$ cat config.mk
export PLATFORM = sky130hd
export DESIGN_NAME = indexed_bank_mapper_8259
export DESIGN_NICKNAME = d
export VERILOG_FILES = /design/src/rtl/core/ibm_pkg.sv /design/src/rtl/core/ibm_fifo.sv /design/src/rtl/core/ibm_front.sv /design/src/rtl/core/ibm_back.sv /design/src/rtl/core/indexed_bank_mapper_8259.sv
export VERILOG_INCLUDE_DIRS = /design/src /design/src/rtl/core
export SDC_FILE = /design/constraint.sdc
export NUM_CORES = 1
export LEC_CHECK = 0
export BUFFER_PORTS_ARGS = -buffer_cell sky130_fd_sc_hd__buf_4
export CELL_PAD_IN_SITES_DETAIL_PLACEMENT = 1
export CELL_PAD_IN_SITES_GLOBAL_PLACEMENT = 1
export CORE_MARGIN = 1.5
export CORE_UTILIZATION = 55
export CTS_BUF_LIST = sky130_fd_sc_hd__clkbuf_8
export CTS_CLUSTER_DIAMETER = 40
export CTS_CLUSTER_SIZE = 14
export DETAILED_ROUTE_END_ITERATION = 8
export HOLD_SLACK_MARGIN = 0.06
export PLACE_DENSITY = 0.85
export SLEW_MARGIN = 30
export SYNTH_ARGS = -nofsm -noshare
export SYNTH_HDL_FRONTEND = slang
export SYNTH_SLANG_ARGS = --single-unit
$ cat constraint.sdc
create_clock -name clk -period 8.83 [get_ports clk]
set_clock_uncertainty 0.2 [all_clocks]
set_input_delay 0.883 -clock clk [delete_from_list [all_inputs] [get_ports clk]]
set_output_delay 0.883 -clock clk [all_outputs]
set_load 0.05 [all_outputs]
$ cat src/rtl/core/assert_macros.svh
// Assertion macros shared by the RTL of the indexed bank mapper.
// No dependencies; included by files that carry concurrent assertions.
`ifndef ASSERT_MACROS_SVH
`define ASSERT_MACROS_SVH

// Same-cycle implication, checked outside reset.
`define AST_IMPL(label, clk, rst_n, lhs, rhs) \
  label: assert property (@(posedge clk) disable iff (!(rst_n)) (lhs) |-> (rhs)) \
    else $error("assertion failed: same-cycle implication");

// Next-cycle implication, checked outside reset.
`define AST_NEXT(label, clk, rst_n, lhs, rhs) \
  label: assert property (@(posedge clk) disable iff (!(rst_n)) (lhs) |=> (rhs)) \
    else $error("assertion failed: next-cycle implication");

`endif

$ cat src/rtl/core/ibm_pkg.sv
// Package for the indexed bank mapper: codes, config and queue entry types.
// No dependencies; imported by every module of the block but ibm_fifo.
`default_nettype none

package ibm_pkg;

  localparam int NUM_BANK_REGS  = 8;
  localparam int CHR_BANK_BITS  = 9;
  localparam int SLOT_BITS      = 3;
  localparam int CFG_IDX_BITS   = 3;
  localparam int CFG_DATA_BITS  = 9;
  localparam int MID_DEPTH_DEF  = 2;
  localparam int OUT_DEPTH_DEF  = 2;

  // Address decode
  localparam logic [15:0] WIN_LO     = 16'h4100;
  localparam logic [15:0] WIN_HI     = 16'h7FFF;
  localparam logic [15:0] PORT_MASK  = 16'h0101;
  localparam logic [15:0] PORT_INDEX = 16'h0100;
  localparam logic [15:0] PORT_DATA  = 16'h0101;

  // Special bank register slots
  localparam logic [SLOT_BITS-1:0] SLOT_PRG    = 3'd5;
  localparam logic [SLOT_BITS-1:0] SLOT_MIRROR = 3'd7;

  // Config register indexes
  localparam logic [CFG_IDX_BITS-1:0] CFG_BOARD_VARIANT  = 3'd0;
  localparam logic [CFG_IDX_BITS-1:0] CFG_PRG_BANK_MAX   = 3'd1;
  localparam logic [CFG_IDX_BITS-1:0] CFG_PRG_SWITCH_EN  = 3'd2;
  localparam logic [CFG_IDX_BITS-1:0] CFG_CHR_2K_MAX     = 3'd3;
  localparam logic [CFG_IDX_BITS-1:0] CFG_CHR_1K_MAX     = 3'd4;
  localparam logic [CFG_IDX_BITS-1:0] CFG_CHR_IS_RAM     = 3'd5;

  typedef enum logic [1:0] {
    VAR_A = 2'd0,
    VAR_B = 2'd1,
    VAR_C = 2'd2,
    VAR_D = 2'd3
  } variant_t;

  typedef enum logic [1:0] {
    OP_NONE   = 2'd0,
    OP_PRG    = 2'd1,
    OP_MIRROR = 2'd2,
    OP_CHR    = 2'd3
  } op_t;

  typedef struct packed {
    variant_t   board_variant;
    logic [7:0] prg_bank_max;
    logic       prg_switch_enabled;
    logic [7:0] chr_2k_bank_max;
    logic [8:0] chr_1k_bank_max;
    logic       chr_is_ram;
  } cfg_t;

  typedef logic [CHR_BANK_BITS-1:0] chr_bank_t;

  // Classified request handed from front to back
  typedef struct packed {
    logic                 accepted;
    op_t                  op;
    logic [7:0]           data;
    chr_bank_t [3:0]      chr_raw;
  } cmd_t;

  // Result entry: mapping after the request
  typedef struct packed {
    logic                 accepted;
    logic [7:0]           prg_bank;
    chr_bank_t [3:0]      chr_bank;
    logic [1:0]           mirror_mode;
  } res_t;

endpackage

`default_nettype wire

$ cat src/rtl/core/ibm_fifo.sv
// Small register queue used between mapper stages.
// Depends on nothing but its parameters.
`default_nettype none

module ibm_fifo #(
  parameter int WIDTH = 8,
  parameter int DEPTH = 2
) (
  input  wire logic             clk,
  input  wire logic             rst_n,
  input  wire logic             push,
  input  wire logic [WIDTH-1:0] push_data,
  output logic                  full,
  input  wire logic             pop,
  output logic [WIDTH-1:0]      pop_data,
  output logic                  empty
);

  localparam int PW = (DEPTH > 1) ? $clog2(DEPTH) : 1;
  localparam int CW = $clog2(DEPTH + 1);

  logic [WIDTH-1:0] mem_r [DEPTH];
  logic [PW-1:0]    wr_ptr_r, wr_ptr_nxt;
  logic [PW-1:0]    rd_ptr_r, rd_ptr_nxt;
  logic [CW-1:0]    count_r, count_nxt;
  logic             do_push, do_pop;

  assign full     = (count_r == CW'(DEPTH));
  assign empty    = (count_r == '0);
  assign do_push  = push && !full;
  assign do_pop   = pop && !empty;
  assign pop_data = mem_r[rd_ptr_r];

  always_comb begin
    wr_ptr_nxt = wr_ptr_r;
    rd_ptr_nxt = rd_ptr_r;
    count_nxt  = count_r;
    if (do_push) begin
      wr_ptr_nxt = (wr_ptr_r == PW'(DEPTH - 1)) ? '0 : wr_ptr_r + 1'b1;
    end
    if (do_pop) begin
      rd_ptr_nxt = (rd_ptr_r == PW'(DEPTH - 1)) ? '0 : rd_ptr_r + 1'b1;
    end
    if (do_push && !do_pop) begin
      count_nxt = count_r + 1'b1;
    end else if (do_pop && !do_push) begin
      count_nxt = count_r - 1'b1;
    end
  end

  always_ff @(posedge clk) begin
    if (!rst_n) begin
      wr_ptr_r <= '0;
      rd_ptr_r <= '0;
      count_r  <= '0;
    end else begin
      wr_ptr_r <= wr_ptr_nxt;
      rd_ptr_r <= rd_ptr_nxt;
      count_r  <= count_nxt;
    end
  end

  always_ff @(posedge clk) begin
    if (do_push) begin
      mem_r[wr_ptr_r] <= push_data;
    end
  end

endmodule

`default_nettype wire

$ cat src/rtl/core/ibm_front.sv
// Front end: address decode, index/bank register file, raw CHR bank math.
// Depends on ibm_pkg.
`default_nettype none

module ibm_front
  import ibm_pkg::*;
(
  input  wire logic        clk,
  input  wire logic        rst_n,
  input  wire cfg_t        cfg,
  input  wire logic        accept,
  input  wire logic [15:0] bus_address,
  input  wire logic [7:0]  write_data,
  output cmd_t             cmd
);

  logic [SLOT_BITS-1:0] index_r, index_nxt;
  logic [7:0]           bank_r [NUM_BANK_REGS];
  logic [7:0]           regs_v [NUM_BANK_REGS];
  logic                 in_window, hit_index, hit_data;
  logic [15:0]          port;
  chr_bank_t [3:0]      chr_raw;

  assign in_window = (bus_address >= WIN_LO) && (bus_address <= WIN_HI);
  assign port      = bus_address & PORT_MASK;
  assign hit_index = in_window && (port == PORT_INDEX);
  assign hit_data  = in_window && (port == PORT_DATA);
  assign index_nxt = hit_index ? write_data[SLOT_BITS-1:0] : index_r;

  // Bank register view including this request's write
  always_comb begin
    for (int i = 0; i < NUM_BANK_REGS; i++) begin
      regs_v[i] = (hit_data && (index_r == SLOT_BITS'(i))) ? write_data : bank_r[i];
    end
  end

  // Raw (unclamped) CHR banks
  always_comb begin
    logic [2:0] low;
    logic [5:0] base;
    logic [7:0] shifted;
    logic [7:0] ors;
    logic       same;
    chr_raw = '0;
    low     = '0;
    base    = '0;
    shifted = '0;
    ors     = '0;
    same = regs_v[7][0];
    if (cfg.board_variant == VAR_D) begin
      chr_raw[0] = CHR_BANK_BITS'({regs_v[0][2:0]});
      chr_raw[1] = CHR_BANK_BITS'({regs_v[4][0], 1'b0, regs_v[1][2:0]});
      chr_raw[2] = CHR_BANK_BITS'({regs_v[4][1], 1'b0, regs_v[2][2:0]});
      chr_raw[3] = CHR_BANK_BITS'({regs_v[4][2], regs_v[6][0], regs_v[3][2:0]});
    end else begin
      for (int k = 0; k < 4; k++) begin
        low  = (same || k == 0) ? regs_v[0][2:0] : regs_v[k][2:0];
        base = {regs_v[4][2:0], low};
        case (cfg.board_variant)
          VAR_A:   begin
            shifted = {1'b0, base, 1'b0};
            ors     = (k == 1 || k == 3) ? 8'd1 : 8'd0;
          end
          VAR_B:   begin
            shifted = {2'b00, base};
            ors     = 8'd0;
          end
          default: begin
            shifted = {base, 2'b00};
            ors     = 8'(k);
          end
        endcase
        chr_raw[k] = CHR_BANK_BITS'(shifted | ors);
      end
    end
  end

  always_comb begin
    cmd.accepted = hit_index || hit_data;
    cmd.data     = write_data;
    cmd.chr_raw  = chr_raw;
    cmd.op       = OP_NONE;
    if (hit_data) begin
      if (index_r == SLOT_PRG) begin
        cmd.op = OP_PRG;
      end else if (index_r == SLOT_MIRROR) begin
        cmd.op = OP_MIRROR;
      end else begin
        cmd.op = OP_CHR;
      end
    end
  end

  always_ff @(posedge clk) begin
    if (!rst_n) begin
      index_r <= '0;
      for (int i = 0; i < NUM_BANK_REGS; i++) begin
        bank_r[i] <= '0;
      end
    end else if (accept) begin
      index_r <= index_nxt;
      for (int i = 0; i < NUM_BANK_REGS; i++) begin
        bank_r[i] <= regs_v[i];
      end
    end
  end

endmodule

`default_nettype wire

$ cat src/rtl/core/ibm_back.sv
// Back end: clamps and applies classified requests to the live mapping.
// Depends on ibm_pkg.
`default_nettype none

module ibm_back
  import ibm_pkg::*;
(
  input  wire logic clk,
  input  wire logic rst_n,
  input  wire cfg_t cfg,
  input  wire logic take,
  input  wire cmd_t cmd,
  output res_t      res
);

  logic [7:0]      prg_r, prg_nxt;
  chr_bank_t [3:0] chr_r, chr_nxt;
  logic [1:0]      mirror_r, mirror_nxt;
  chr_bank_t       chr_max;

  assign chr_max = (cfg.board_variant == VAR_D) ? cfg.chr_1k_bank_max
                                                : CHR_BANK_BITS'(cfg.chr_2k_bank_max);

  always_comb begin
    prg_nxt    = prg_r;
    chr_nxt    = chr_r;
    mirror_nxt = mirror_r;
    case (cmd.op)
      OP_PRG: begin
        if (cfg.prg_switch_enabled) begin
          prg_nxt = (cmd.data > cfg.prg_bank_max) ? (cmd.data & cfg.prg_bank_max) : cmd.data;
        end
      end
      OP_MIRROR: begin
        mirror_nxt = cmd.data[0] ? 2'd0 : cmd.data[2:1];
      end
      OP_CHR: begin
        if (!cfg.chr_is_ram) begin
          for (int k = 0; k < 4; k++) begin
            chr_nxt[k] = (cmd.chr_raw[k] > chr_max) ? (cmd.chr_raw[k] & chr_max)
                                                    : cmd.chr_raw[k];
          end
        end
      end
      default: ;
    endcase
  end

  assign res.accepted    = cmd.accepted;
  assign res.prg_bank    = prg_nxt;
  assign res.chr_bank    = chr_nxt;
  assign res.mirror_mode = mirror_nxt;

  always_ff @(posedge clk) begin
    if (!rst_n) begin
      prg_r    <= '0;
      chr_r    <= '0;
      mirror_r <= '0;
    end else if (take) begin
      prg_r    <= prg_nxt;
      chr_r    <= chr_nxt;
      mirror_r <= mirror_nxt;
    end
  end

endmodule

`default_nettype wire

$ cat src/rtl/core/indexed_bank_mapper_8259.sv
// Indexed bank mapper top level: config registers, front, back, two queues.
// Depends on ibm_pkg, ibm_fifo, ibm_front, ibm_back and assert_macros.svh.
//
// One request is one CPU write (address, byte); one result comes back per
// request, carrying the hit flag and the full mapping after that write.
// Up to one request per cycle: the front decodes and updates the index and
// bank registers in the cycle it takes a request and queues a classified
// command; the back clamps and applies it once it leaves the command queue
// and queues the result. Input stalls (in_full) only when the command queue
// is full, i.e. when results are not being popped. Configuration writes land
// immediately and are meant to happen with no request in flight.
`default_nettype none
`include "assert_macros.svh"

module indexed_bank_mapper_8259
  import ibm_pkg::*;
#(
  parameter int MID_DEPTH = MID_DEPTH_DEF,
  parameter int OUT_DEPTH = OUT_DEPTH_DEF
) (
  input  wire logic                     clk,
  input  wire logic                     rst_n,
  // request queue side
  input  wire logic                     in_push,
  output logic                          in_full,
  input  wire logic [15:0]              in_bus_address,
  input  wire logic [7:0]               in_write_data,
  // result queue side
  output logic                          out_empty,
  input  wire logic                     out_pop,
  output logic                          out_write_accepted,
  output logic [7:0]                    out_prg_bank,
  output logic [CHR_BANK_BITS-1:0]      out_chr_bank_a,
  output logic [CHR_BANK_BITS-1:0]      out_chr_bank_b,
  output logic [CHR_BANK_BITS-1:0]      out_chr_bank_c,
  output logic [CHR_BANK_BITS-1:0]      out_chr_bank_d,
  output logic [1:0]                    out_mirror_mode,
  // config write port
  input  wire logic                     cfg_we,
  input  wire logic [CFG_IDX_BITS-1:0]  cfg_index,
  input  wire logic [CFG_DATA_BITS-1:0] cfg_data
);

  cfg_t cfg_r, cfg_nxt;
  cmd_t front_cmd, mid_cmd;
  res_t back_res, out_res;
  logic in_accept;
  logic mid_full, mid_empty, mid_pop;
  logic out_full;

  // Config registers; unknown indexes are dropped
  always_comb begin
    cfg_nxt = cfg_r;
    if (cfg_we) begin
      unique case (cfg_index)
        CFG_BOARD_VARIANT: cfg_nxt.board_variant      = variant_t'(cfg_data[1:0]);
        CFG_PRG_BANK_MAX:  cfg_nxt.prg_bank_max       = cfg_data[7:0];
        CFG_PRG_SWITCH_EN: cfg_nxt.prg_switch_enabled = cfg_data[0];
        CFG_CHR_2K_MAX:    cfg_nxt.chr_2k_bank_max    = cfg_data[7:0];
        CFG_CHR_1K_MAX:    cfg_nxt.chr_1k_bank_max    = cfg_data[8:0];
        CFG_CHR_IS_RAM:    cfg_nxt.chr_is_ram         = cfg_data[0];
        default: ;
      endcase
    end
  end

  always_ff @(posedge clk) begin
    if (!rst_n) begin
      cfg_r.board_variant      <= VAR_A;
      cfg_r.prg_bank_max       <= 8'd0;
      cfg_r.prg_switch_enabled <= 1'b1;
      cfg_r.chr_2k_bank_max    <= 8'hFF;
      cfg_r.chr_1k_bank_max    <= 9'h1FF;
      cfg_r.chr_is_ram         <= 1'b0;
    end else begin
      cfg_r <= cfg_nxt;
    end
  end

  // Front: takes a request whenever the command queue has room
  assign in_full   = mid_full;
  assign in_accept = in_push && !mid_full;

  ibm_front u_front (
    .clk         (clk),
    .rst_n       (rst_n),
    .cfg         (cfg_r),
    .accept      (in_accept),
    .bus_address (in_bus_address),
    .write_data  (in_write_data),
    .cmd         (front_cmd)
  );

  ibm_fifo #(
    .WIDTH ($bits(cmd_t)),
    .DEPTH (MID_DEPTH)
  ) u_mid_q (
    .clk       (clk),
    .rst_n     (rst_n),
    .push      (in_accept),
    .push_data (front_cmd),
    .full      (mid_full),
    .pop       (mid_pop),
    .pop_data  (mid_cmd),
    .empty     (mid_empty)
  );

  // Back: drains one command per cycle while the result queue has room
  assign mid_pop = !mid_empty && !out_full;

  ibm_back u_back (
    .clk   (clk),
    .rst_n (rst_n),
    .cfg   (cfg_r),
    .take  (mid_pop),
    .cmd   (mid_cmd),
    .res   (back_res)
  );

  ibm_fifo #(
    .WIDTH ($bits(res_t)),
    .DEPTH (OUT_DEPTH)
  ) u_out_q (
    .clk       (clk),
    .rst_n     (rst_n),
    .push      (mid_pop),
    .push_data (back_res),
    .full      (out_full),
    .pop       (out_pop),
    .pop_data  (out_res),
    .empty     (out_empty)
  );

  assign out_write_accepted = out_res.accepted;
  assign out_prg_bank       = out_res.prg_bank;
  assign out_chr_bank_a     = out_res.chr_bank[0];
  assign out_chr_bank_b     = out_res.chr_bank[1];
  assign out_chr_bank_c     = out_res.chr_bank[2];
  assign out_chr_bank_d     = out_res.chr_bank[3];
  assign out_mirror_mode    = out_res.mirror_mode;

  // Back never sits idle with work queued and room downstream
  `AST_IMPL(a_back_drains, clk, rst_n, !mid_empty && !out_full, mid_pop)
  // A taken request is held in one of the queues in the cycle after it is taken
  `AST_NEXT(a_req_held, clk, rst_n, in_accept, !mid_empty || !out_empty)
  // An empty command queue means nothing moves to the result queue
  `AST_IMPL(a_no_phantom, clk, rst_n, mid_empty, !mid_pop)

endmodule

`default_nettype wire

Word-level counts from Yosys, hierarchy flattened
Memories as Yosys holds them, arrays and structs flattened. A register that Yosys moved wholly into a read port is not among the register bits.
Index checks and enable logic that the tools add are counted.
{ "word_totals": {"out_inout_bits": 49, "memories": 3, "ram_bits": 252, "wordCells": 192, "in_bits": 41, "regBits": 86} }
{ "op_classes": {"n_reduce_logical": 46, "n_eq_ne": 22, "muxes": 70, "add_sub_neg": 8, "n_lt_le_gt_ge": 7, "bitwise_logic": 17} }
{ "mem_list": {"columns": ["name", "words", "word_bits", "rd", "rd_ports_with_merged_regs", "wr", "line_no", "text"], "rows": [
  ["u_mid_q.mem_r", 2, 47, 1, 1, 1, "ibm_fifo.sv:22", "logic [WIDTH-1:0] mem_r [DEPTH];"],
  ["u_out_q.mem_r", 2, 47, 1, 1, 1, "ibm_fifo.sv:22", null],
  ["u_front.bank_r", 8, 8, 7, 0, 8, "ibm_front.sv:18", "logic [7:0] bank_r [NUM_BANK_REGS];"]
]} }
{ "ops": {"columns": ["cell", "count"], "rows": [
  ["$mux W8", 27],
  ["$mux W36", 3],
  ["$pmux W8 S2", 4],
  ["$mux W9", 5],
  ["$and A9 B9 Y9", 4],
  ["$gt A9 B9 Y1", 4],
  ["$or A8 B8 Y8", 4],
  ["$logic_and A1 B1 Y1", 21],
  ["$eq A3 B3 Y1 const B", 6],
  ["$mux W1", 18],
  ["$mux W2", 9],
  ["$ge A16 B15 Y1 const B", 1],
  ["$le A16 B15 Y1 const B", 1],
  ["$reduce_and A2 Y1", 8],
  ["$eq A2 B2 Y1 const B", 7],
  ["$eq A3 B2 Y1 const B", 4],
  ["$mux W3", 3],
  ["$and A8 B8 Y8", 1],
  ["$gt A8 B8 Y1", 1],
  ["$logic_not A1 Y1", 8],
  ["$or A1 B1 Y1", 8],
  ["$eq A3 B1 Y1 const B", 2],
  ["$logic_not A2 Y1", 3],
  ["$logic_not A3 Y1", 2],
  ["other kinds (9)", 16]
]} }

Longest topological paths before layout
Gate-level depths: netlist of the first run.
{ "logic_depth": {"depth_word": 10, "mapped_depth": 13, "ltp_nobuf": 10} }

Hierarchy
Synthesis of the first run repeated with hierarchy kept, for this count alone.
{ "unflattened": {"hier_cells": 1185, "hier_area_um2": 14587.7} }
{ "by_module_without_submodules": {"columns": ["module", "area_per_inst_um2", "instances", "cells_per_inst", "seq_area_each_um2"], "rows": [
  ["ibm_fifo", 3629.7, 2, 171, 2922.8],
  ["ibm_back", 4117.7, 1, 500, 920.9],
  ["ibm_front", 1951.9, 1, 222, 570.5],
  ["indexed_bank_mapper_8259", 1258.7, 1, 121, 580.6]
]} }

Worst setup path before layout of the first run
OpenSTA, ideal clock, no wires.
{ "synth_path": {"kind": "flip-flop to flip-flop", "from": "reg (tool-made name)", "to": "mem u_out_q.mem_r[0][3] (netlist bit) (data pin)", "t_arrival_ps": 2940, "slack_ps": 5426, "stages_incl_launch_ff": 11, "path_cell_list": "dfxtp_1 -> buf_2 -> buf_1 -> mux2_2 -> ha_1 -> nor3b_2 -> nand4_1 -> clkbuf_1 -> a31oi_1 -> o21ai_0 -> a221o_1"} }
{ "synth_lines": {"columns": ["item", "line_no"], "rows": [
  ["end, declared", "ibm_fifo.sv:22"]
]} }

==> results of run 1 <==
per-stage QoR:
| stage | utilization [%] | cells | hold WS [ns] |
|---|---|---|---|
| final | 63.2 | 1567 | 0.259 |
| after global routing | 63.2 | 1567 | 0.275 |
| after CTS | 63.2 | 1567 | 0.259 |
| after detailed placement | 59.5 | 1503 | 0.239 |
| after global placement | 59.5 | 1503 | 0.233 |
| after floorplan | - | 1157 | 0.221 |
kinds of logic after synthesis:
family                   count (synthesis)  share of synthesized area, %
AND/OR/NAND/NOR                        341                          12.4
flip-flops                             267                          54.2
AO/OA/AOI/OAI                          240                          11.3
multiplexers                           147                          12.5
buffers and inverters                   92                          3.04
adder cells (fa/ha/maj)                 64                          6.08
XOR/XNOR                                 6                         0.399
path summary, 6_finish.rpt:
kind	from	end	cells after the start	slack (ns)
max	cfg_r[27]	u_out_q.mem_r[0][3]	7	3.97
min	u_back.chr_r[11]	u_back.chr_r[11]	2	0.26
max reg2reg	cfg_r[27]	u_out_q.mem_r[0][3]	7	3.97
min reg2reg	u_back.chr_r[11]	u_back.chr_r[11]	2	0.26
Yosys cell counts (3+ instances only):
cell type / count
or4_1: 3
o22ai_1: 4
a21boi_0: 12
a311oi_1: 16
o21ai_1: 14
nand2_1: 136
buf_2: 5
mux2i_2: 3
o21a_1: 8
mux2i_4: 4
buf_1: 8
nor3_1: 5
nand3b_1: 3
a31oi_1: 17
and3b_1: 5
nor2b_1: 36
a221o_1: 7
a211oi_1: 3
a22oi_1: 17
mux2_2: 81
o21ai_0: 93
nand4_1: 6
mux2i_1: 55
and3_1: 6
a21o_1: 7
and2_1: 18
ha_1: 64
o21ai_2: 3
a21oi_1: 30
dfxtp_1: 88
buf_6: 3
clkbuf_1: 41
xnor2_1: 4
inv_1: 30
edfxtp_1: 179
nand3_1: 23
nor2_1: 83
where the power goes:
group	internal, uW	switching, uW
Clock	621	509
Sequential	1700	92.7
Combinational	619	1280
Total	2940	1880
flip-flops by register name, indices dropped and copies added, names as in the netlist, named ones only:
register,count
cfg_r,29
u_back.chr_r,36
u_back.mirror_r,2
u_back.prg_r,8
u_front.bank_r,17
u_front.index_r,3
u_mid_q.count_r,2
u_mid_q.mem_r,68
u_mid_q.rd_ptr_r,1
u_mid_q.wr_ptr_r,1
u_out_q.count_r,2
u_out_q.mem_r,94
u_out_q.rd_ptr_r,1
u_out_q.wr_ptr_r,1
critical path, delay by kind of cell (launching register included):
family / cells / cell delay (ns)
AND/OR/NAND/NOR: 4 / 2.36
flip-flops: 1 / 0.84
multiplexers: 1 / 0.46
AO/OA/AOI/OAI: 1 / 0.45
adder cells (fa/ha/maj): 1 / 0.31
metal layers:
metal | up-vias | track usage (%) | routed length [um]
li1 | 4354 | - | -
met3 | 60 | 3.89 | 1310
met1 | 4617 | 34.8 | 14400
met2 | 205 | 47.9 | 16700
met4 | 0 | 8.13 | 726
met5 | - | 0 | 0
area by class of cell:
cell class	instances	area [um2]	area share, %
Multi-Input combinational cell	798	5650	38.1
Tap cell	319	399	2.69
Sequential cell	267	7140	48.1
Inverter	32	120	0.809
Clock inverter	27	365	2.46
Timing Repair Buffer	87	653	4.40
Clock buffer	37	509	3.43
==> results.json, run 1 <==
{
  "ys_seq_area_share_pct": 54.2,
  "ys_top_cells_by_area": "edfxtp_1, dfxtp_1, mux2_2",
  "die_w_um": 158,
  "place_area_mm2": 0.0140,
  "rsz0062_at_grt": "false",
  "status": "finished clean",
  "layout-drive-gt1-share_pct": 20.8,
  "cts_tree": "yes",
  "setup_ws_ns": 3.97,
  "final_antenna_net_count": 0,
  "yosys.area.top_type_share_pct": 40.8,
  "wl_per_cell_um": 21.1,
  "dr_total_vias": 9236,
  "ys_seq_elements": 267,
  "setup_violations": 0,
  "worstMarginPinSlew_ns": 0.955,
  "place_ws_ns": 3.85,
  "worstPathArrival_ns": 4.94,
  "cp_slowest_cell": "dfxtp_1",
  "end_kind": "register",
  "startpoint_type": "register",
  "async_flop_share_pct": 0,
  "hp-class": "reg -> reg",
  "synthCells": 1157,
  "crit_path_max_fanout": 23,
  "postLayoutCellArea_mm2": 0.0148,
  "clock.fmax_mhz": 206,
  "ir_drop_mv": 0.195,
  "viasPerCell": 5.89,
  "core-area_mm2": 0.0235,
  "period_needed_ns": 4.86,
  "gp_congestion": 0.827,
  "start_util_pct": 56.1,
  "fin_tns_setup_ns": 0,
  "totalWireLength_mm": 33.1,
  "root_buffer": "clkbuf_8",
  "power_density_mw_per_mm2": 325,
  "clk_latency_ns": 0.55,
  "grt_max_degree": 60,
  "nets": 1327,
  "slew_headroom_pct": 36.2,
  "cts_hold_buf": 0,
  "crit_required_ns": 8.91,
  "port_buffers": 77,
  "antenna_found_initial": 0,
  "critical_path_class": "reg -> reg",
  "diodes": 0,
  "layout_commonest_cell": "edfxtp_1",
  "drt_iter0_drc": 571,
  "syn_avg_cell_area_um2": 11.4,
  "slew_violations": 0,
  "grt_pass1_wl_mm": 52.3,
  "area_growth_pct": 12.8,
  "cts.sinks": 267,
  "fillerInstances": 2408,
  "synth_edf_count": 179,
  "ioPinCount": 90,
  "postCtsSetupBuffers": 0,
  "worstPathCellList": "nand2_1, mux2_2, ha_1, nor3b_2, nand4_1, and3_1, a221o_1",
  "synth_area_leader_cell": "edfxtp_1",
  "maxCapViolCount": 0,
  "synthFlopType": "edfxtp_1",
  "final-hold-violation-count": 0,
  "p_leak_uw": 0.00581,
  "drtPass1Iterations": 5,
  "power_uw": 4820,
  "cts_resized": 0,
  "dp_hpwl_mm": 22.3,
  "syn_area_mm2": 0.0132,
  "cts_buffers": 36,
  "dieArea_mm2": 0.0249,
  "die_h_um": 158,
  "grt.overflow.total": 0,
  "clk_path_buf_depth": 3,
  "htree_levels": 2,
  "cpPeakStageDelay_ns": 0.84,
  "num_rows": 56,
  "synthesis.nets": 1262,
  "finalCritPeriodShare_pct": 55.0,
  "clkSlewWorstSetupHoldPaths_ns": 0.08,
  "first_global_vias": 9835,
  "yosysUniqueCellTypes": 63,
  "track_usage_pct": 27.2,
  "yosys_warnings": 0,
  "drc": 0,
  "layout_common_cells": "edfxtp_1, nand2_1, o21ai_0, buf_4, dfxtp_1"
}
No activity file was read; power rests on OpenSTA's default activity.
==> inputs of run 2 (changes only) <==
Settings changed: CORE_UTILIZATION 55 to 51, PLACE_DENSITY 0.85 to 0.8.
Clock period 8.83 ns to 4.69 ns, I/O delays scaled along.
==> results.json, run 2 (synthesis results as in run 1) <==
{
  "p_leak_uw": 0.00593,
  "layout_common_cells": "edfxtp_1, nand2_1, buf_4, o21ai_0, dfxtp_1",
  "gp_congestion": 0.820,
  "largestRegisters": "u_out_q.mem_r x94, u_mid_q.mem_r x68, u_back.chr_r x36",
  "worstPathArrival_ns": 3.95,
  "status": "finished clean",
  "startpoint_type": "register",
  "top_usage_layer": "met2",
  "whs_endpoint": "cfg_r[18]",
  "grtUsageMet3_pct": 3.35,
  "finalCritPeriodShare_pct": 83.8,
  "fin_tns_setup_ns": 0,
  "ioPinCount": 90,
  "end_kind": "register",
  "drtPass1Iterations": 5,
  "rr_worst_depth": 8,
  "layout_commonest_cell": "edfxtp_1",
  "largest_reg_flops": 94,
  "die_h_um": 164,
  "cts.sinks": 267,
  "track_usage_pct": 24.8,
  "reg2reg_slack_ns": 0.76,
  "final_antenna_net_count": 0,
  "drt_iter0_drc": 507,
  "top_register": "u_out_q.mem_r",
  "worstMarginPinSlew_ns": 0.949,
  "maxCapViolCount": 0,
  "start_util_pct": 52.1,
  "crit_required_ns": 4.71,
  "crit_path_max_fanout": 28,
  "dr_total_vias": 9286,
  "min_path_cells": 4,
  "power_density_mw_per_mm2": 600,
  "min_from": "cfg_index[0]",
  "final-hold-violation-count": 0,
  "slew_violations": 0,
  "grtUsageMet1_pct": 32.2,
  "use_met2_pct": 42.9,
  "postLayoutCellArea_mm2": 0.0151,
  "place_area_mm2": 0.0140,
  "drc": 0,
  "critical_path_class": "reg -> reg",
  "grt_pass1_wl_mm": 51.9,
  "port_buffers": 77,
  "setup_ws_ns": 0.759,
  "totalWireLength_mm": 32.7,
  "core-area_mm2": 0.0253,
  "hp-class": "in -> reg",
  "viasPerCell": 5.76,
  "wl_per_cell_um": 20.3,
  "dieArea_mm2": 0.0268,
  "grt_max_degree": 60,
  "nets": 1356,
  "die_w_um": 164,
  "cts_tree": "yes",
  "grt.overflow.total": 0,
  "dp_hpwl_mm": 21.9,
  "rsz0062_at_grt": "false",
  "layout-drive-gt1-share_pct": 21.4,
  "ir_drop_mv": 0.449,
  "root_buffer": "clkbuf_8",
  "cts_resized": 0,
  "period_needed_ns": 3.93,
  "antenna_found_initial": 0,
  "place_ws_ns": 0.797,
  "finalCoreUtilization_pct": 59.7,
  "area_growth_pct": 14.6,
  "setup_violations": 0,
  "htree_levels": 2,
  "reg2reg_to": "u_out_q.mem_r[0][25]",
  "clk_path_buf_depth": 3,
  "clk_latency_ns": 0.55,
  "clock.fmax_mhz": 254,
  "cts_buffers": 40,
  "diodes": 0,
  "slew_headroom_pct": 36.6,
  "num_rows": 58,
  "first_global_vias": 9800,
  "clkSlewWorstSetupHoldPaths_ns": 0.09
}
==> run 2: cell count changes in the layout (fill, tap and decap cells not counted), sizes merged, moves of 4 or more <==
cell         delta
dlygate4sd3    +17
buf             +8
inv             +8
clkinvlp        +5
clkbuf          +4
clkinv          -4
==> run 2: power breakdown <==
part	internal [uW]	total (uW)	switching, uW	leakage [uW]
logic	1180	3580	2390	0.00304
registers	3190	3370	174	0.00243
clock network	1090	2110	1020	0.000465
total	5470	9060	3580	0.00593
==> run 2: metal layers <==
| metal | vias to the layer above | wire [um] |
|---|---|---|
| met5 | - | 0 |
| met4 | 0 | 781 |
| met3 | 55 | 1130 |
| met2 | 184 | 16200 |
| met1 | 4624 | 14500 |
| li1 | 4423 | - |
==> run 2: what timing repair did <==
item,CTS,global route
endpoints found under the setup margin,0,0
endpoints found under the hold margin,45,0
hold buffers,17,0
setup buffers,0,0
==> run 2: through the flow <==
stage,power (uW),hold slack [ns],std cells
after CTS,9100,0.0893,1613
after global placement,6820,0.233,1522
after global routing,9470,0.126,1613
after detailed placement,6970,0.239,1522
final,9060,0.101,1613
after floorplan,5910,0.221,1157
==> run 2: how the worst max path moves through the flow <==
stage	from	endpoint	slack (ns)	depth (start not counted)
after global placement	register	u_out_q.mem_r[0][36]	0.86	8
final	register	u_out_q.mem_r[0][25]	0.76	8
after detailed placement	register	u_out_q.mem_r[0][26]	0.80	8
after global routing	cfg_r[27]	u_out_q.mem_r[0][17]	0.54	8
after floorplan	register	u_out_q.mem_r[0][3]	1.29	10
after CTS	register	u_out_q.mem_r[0][25]	0.77	8
==> run 2: layout make-up <==
class | instances | area, um2
clock buffers | 41 | 564
clock inverters | 33 | 327
flip-flops and latches | 267 | 7140
inverters | 32 | 120
repair buffers | 112 | 883
multi-input cells | 798 | 5640
well taps | 330 | 413
fillers | 2634 | 10200
==> run 2: critical path, stage by stage, from the launching register on <==
cell	delay [ns]
dfxtp_1	0.59
buf_4	0.45
mux2_2	0.45
ha_1	0.30
and3b_1	0.24
nand4_1	0.43
o21ai_2	0.50
mux2i_1	0.30
o21ai_0	0.15
==> inputs of run 3 (changes only) <==
Clock period 4.69 ns to 3.9 ns, I/O delays scaled along.
==> results.json, run 3 (synthesis results as in run 1) <==
{
  "status": "finished clean",
  "area_growth_pct": 16.3,
  "rsz0062_at_grt": "false",
  "final-hold-violation-count": 0,
  "path_delay_family": "simple AND/OR/NAND/NOR gates",
  "cp_slowest_cell": "nand4_1",
  "gp_congestion": 0.884,
  "drt_iter0_drc": 604,
  "grt_max_degree": 43,
  "slew_violations": 0,
  "finalCoreUtilization_pct": 60.6,
  "die_h_um": 164,
  "cts_tree": "yes",
  "setup_violations": 0,
  "maxCapViolCount": 0,
  "grt_pass1_wl_mm": 54.6,
  "wl_per_cell_um": 21.2,
  "period_needed_ns": 3.62,
  "viasPerCell": 5.83,
  "drtPass1Iterations": 5,
  "whs_endpoint": "u_mid_q.mem_r[1][45]",
  "final_antenna_net_count": 0,
  "rr_worst_depth": 7,
  "ioPinCount": 90,
  "clk_path_buf_depth": 3,
  "worstPathArrival_ns": 3.70,
  "htree_levels": 2,
  "largestRegisters": "u_out_q.mem_r x94, u_mid_q.mem_r x68, u_back.chr_r x36",
  "end_kind": "register",
  "fin_tns_setup_ns": 0,
  "fillerInstances": 2633,
  "critical_path_class": "reg -> reg",
  "port_buffers": 77,
  "totalWireLength_mm": 34.5,
  "startpoint_type": "register",
  "reg2reg_slack_ns": 0.28,
  "worstMarginPinSlew_ns": 0.957,
  "top_register": "u_out_q.mem_r",
  "worstPathCellList": "mux2_2, ha_1, nor3b_2, nand4_1, and3_1, a22oi_1, o21ai_0",
  "finalCritPeriodShare_pct": 92.9,
  "ir_drop_mv": 0.608,
  "path_buf_inv": 0,
  "layout_commonest_cell": "edfxtp_1",
  "layout-drive-gt1-share_pct": 22.2,
  "p_leak_uw": 0.00602,
  "power_density_mw_per_mm2": 726,
  "nets": 1374,
  "cts.sinks": 267,
  "slew_headroom_pct": 36.2,
  "antenna_found_initial": 0,
  "die_w_um": 164,
  "cts_buffers": 40,
  "core-area_mm2": 0.0253,
  "reg2reg_to": "u_out_q.mem_r[1][24]",
  "grt.overflow.total": 0,
  "min_path_cells": 3,
  "first_global_vias": 10100,
  "hp-class": "in -> reg",
  "layout_common_cells": "edfxtp_1, nand2_1, buf_4, o21ai_0, dfxtp_1",
  "dr_total_vias": 9496,
  "track_usage_pct": 26.3,
  "start_util_pct": 52.1,
  "clk_latency_ns": 0.56,
  "drc": 0,
  "dp_hpwl_mm": 22.0,
  "clkSlewWorstSetupHoldPaths_ns": 0.08,
  "crit_required_ns": 3.97,
  "largest_reg_flops": 94,
  "dieArea_mm2": 0.0268,
  "min_from": "in_bus_address[15]",
  "root_buffer": "clkbuf_8",
  "cpPeakStageDelay_ns": 0.56,
  "num_rows": 58,
  "crit_path_max_fanout": 12,
  "clock.fmax_mhz": 276
}
-- run 3: changes by cell type in the layout (fill, tap and decap cells not counted), moves of 3 or more --
cell,delta
inv_6,-3
buf_4,+10
dlygate4sd3_1,+8
inv_1,-5
inv_8,+3
clkinv_8,+3
-- run 3: stage by stage --
step           cell area, um2  hold slack (ns)  total power, uW  worst slack (ns)  instances
3_5_place_dp            14100            0.236             8390             0.418       1532
2_1_floorplan           13200            0.221             7110             0.496       1157
4_1_cts                 15300            0.121            11100             0.330       1629
5_1_grt                 15300            0.161            11600            0.0430       1629
6_report                15300            0.147            11100             0.276       1630
3_3_place_gp            14100            0.233             8220             0.478       1532
-- run 3: tightest hold or removal path: stages --
cell	delay, ns
buf_4	0.08
nand4b_4	0.18
a31oi_1	0.07
-- run 3: layout make-up --
type | instances | area, um2 | share of cell area [%]
antenna | 1 | 2.50 | 0.0163
clock buffer | 41 | 564 | 3.69
clock inverter | 31 | 390 | 2.55
inverter | 32 | 120 | 0.785
multi-input combinational | 798 | 5640 | 36.9
sequential | 267 | 7140 | 46.6
tap | 330 | 413 | 2.70
timing repair buffer | 130 | 1040 | 6.78
-- run 3: worst max path at each step --
stage | start | end | cells after the start
floorplan | register | u_out_q.mem_r[0][3] | 10
global placement | register | u_out_q.mem_r[0][22] | 7
detailed placement | register | u_out_q.mem_r[1][26] | 7
CTS | cfg_r[28] | u_out_q.mem_r[1][22] | 9
global route | register | u_out_q.mem_r[0][26] | 7
finish | register | u_out_q.mem_r[1][24] | 7
-- run 3: repair_timing --
action	in CTS	in global routing
hold buffers	25	0
hold endpoints to repair	50	0
setup buffers	0	0
resized for setup	0	1
endpoints found under the setup margin	0	2
-- run 3: layer usage --
metal	share of wire (%)	global-route usage [%]	vias to the layer above
li1	-	-	4456
met1	43	33.5	4743
met2	50	45.4	218
met3	4.2	4.11	79
met4	2.7	8.93	0
met5	0	0	-
-- run 3: where the power goes --
part | leakage, uW | internal, uW | switching [uW] | total, uW
sequential | 0.00243 | 3840 | 242 | 4080
clock | 0.000481 | 1410 | 1300 | 2710
combinational | 0.00311 | 1440 | 2880 | 4330
total | 0.00602 | 6690 | 4420 | 11100
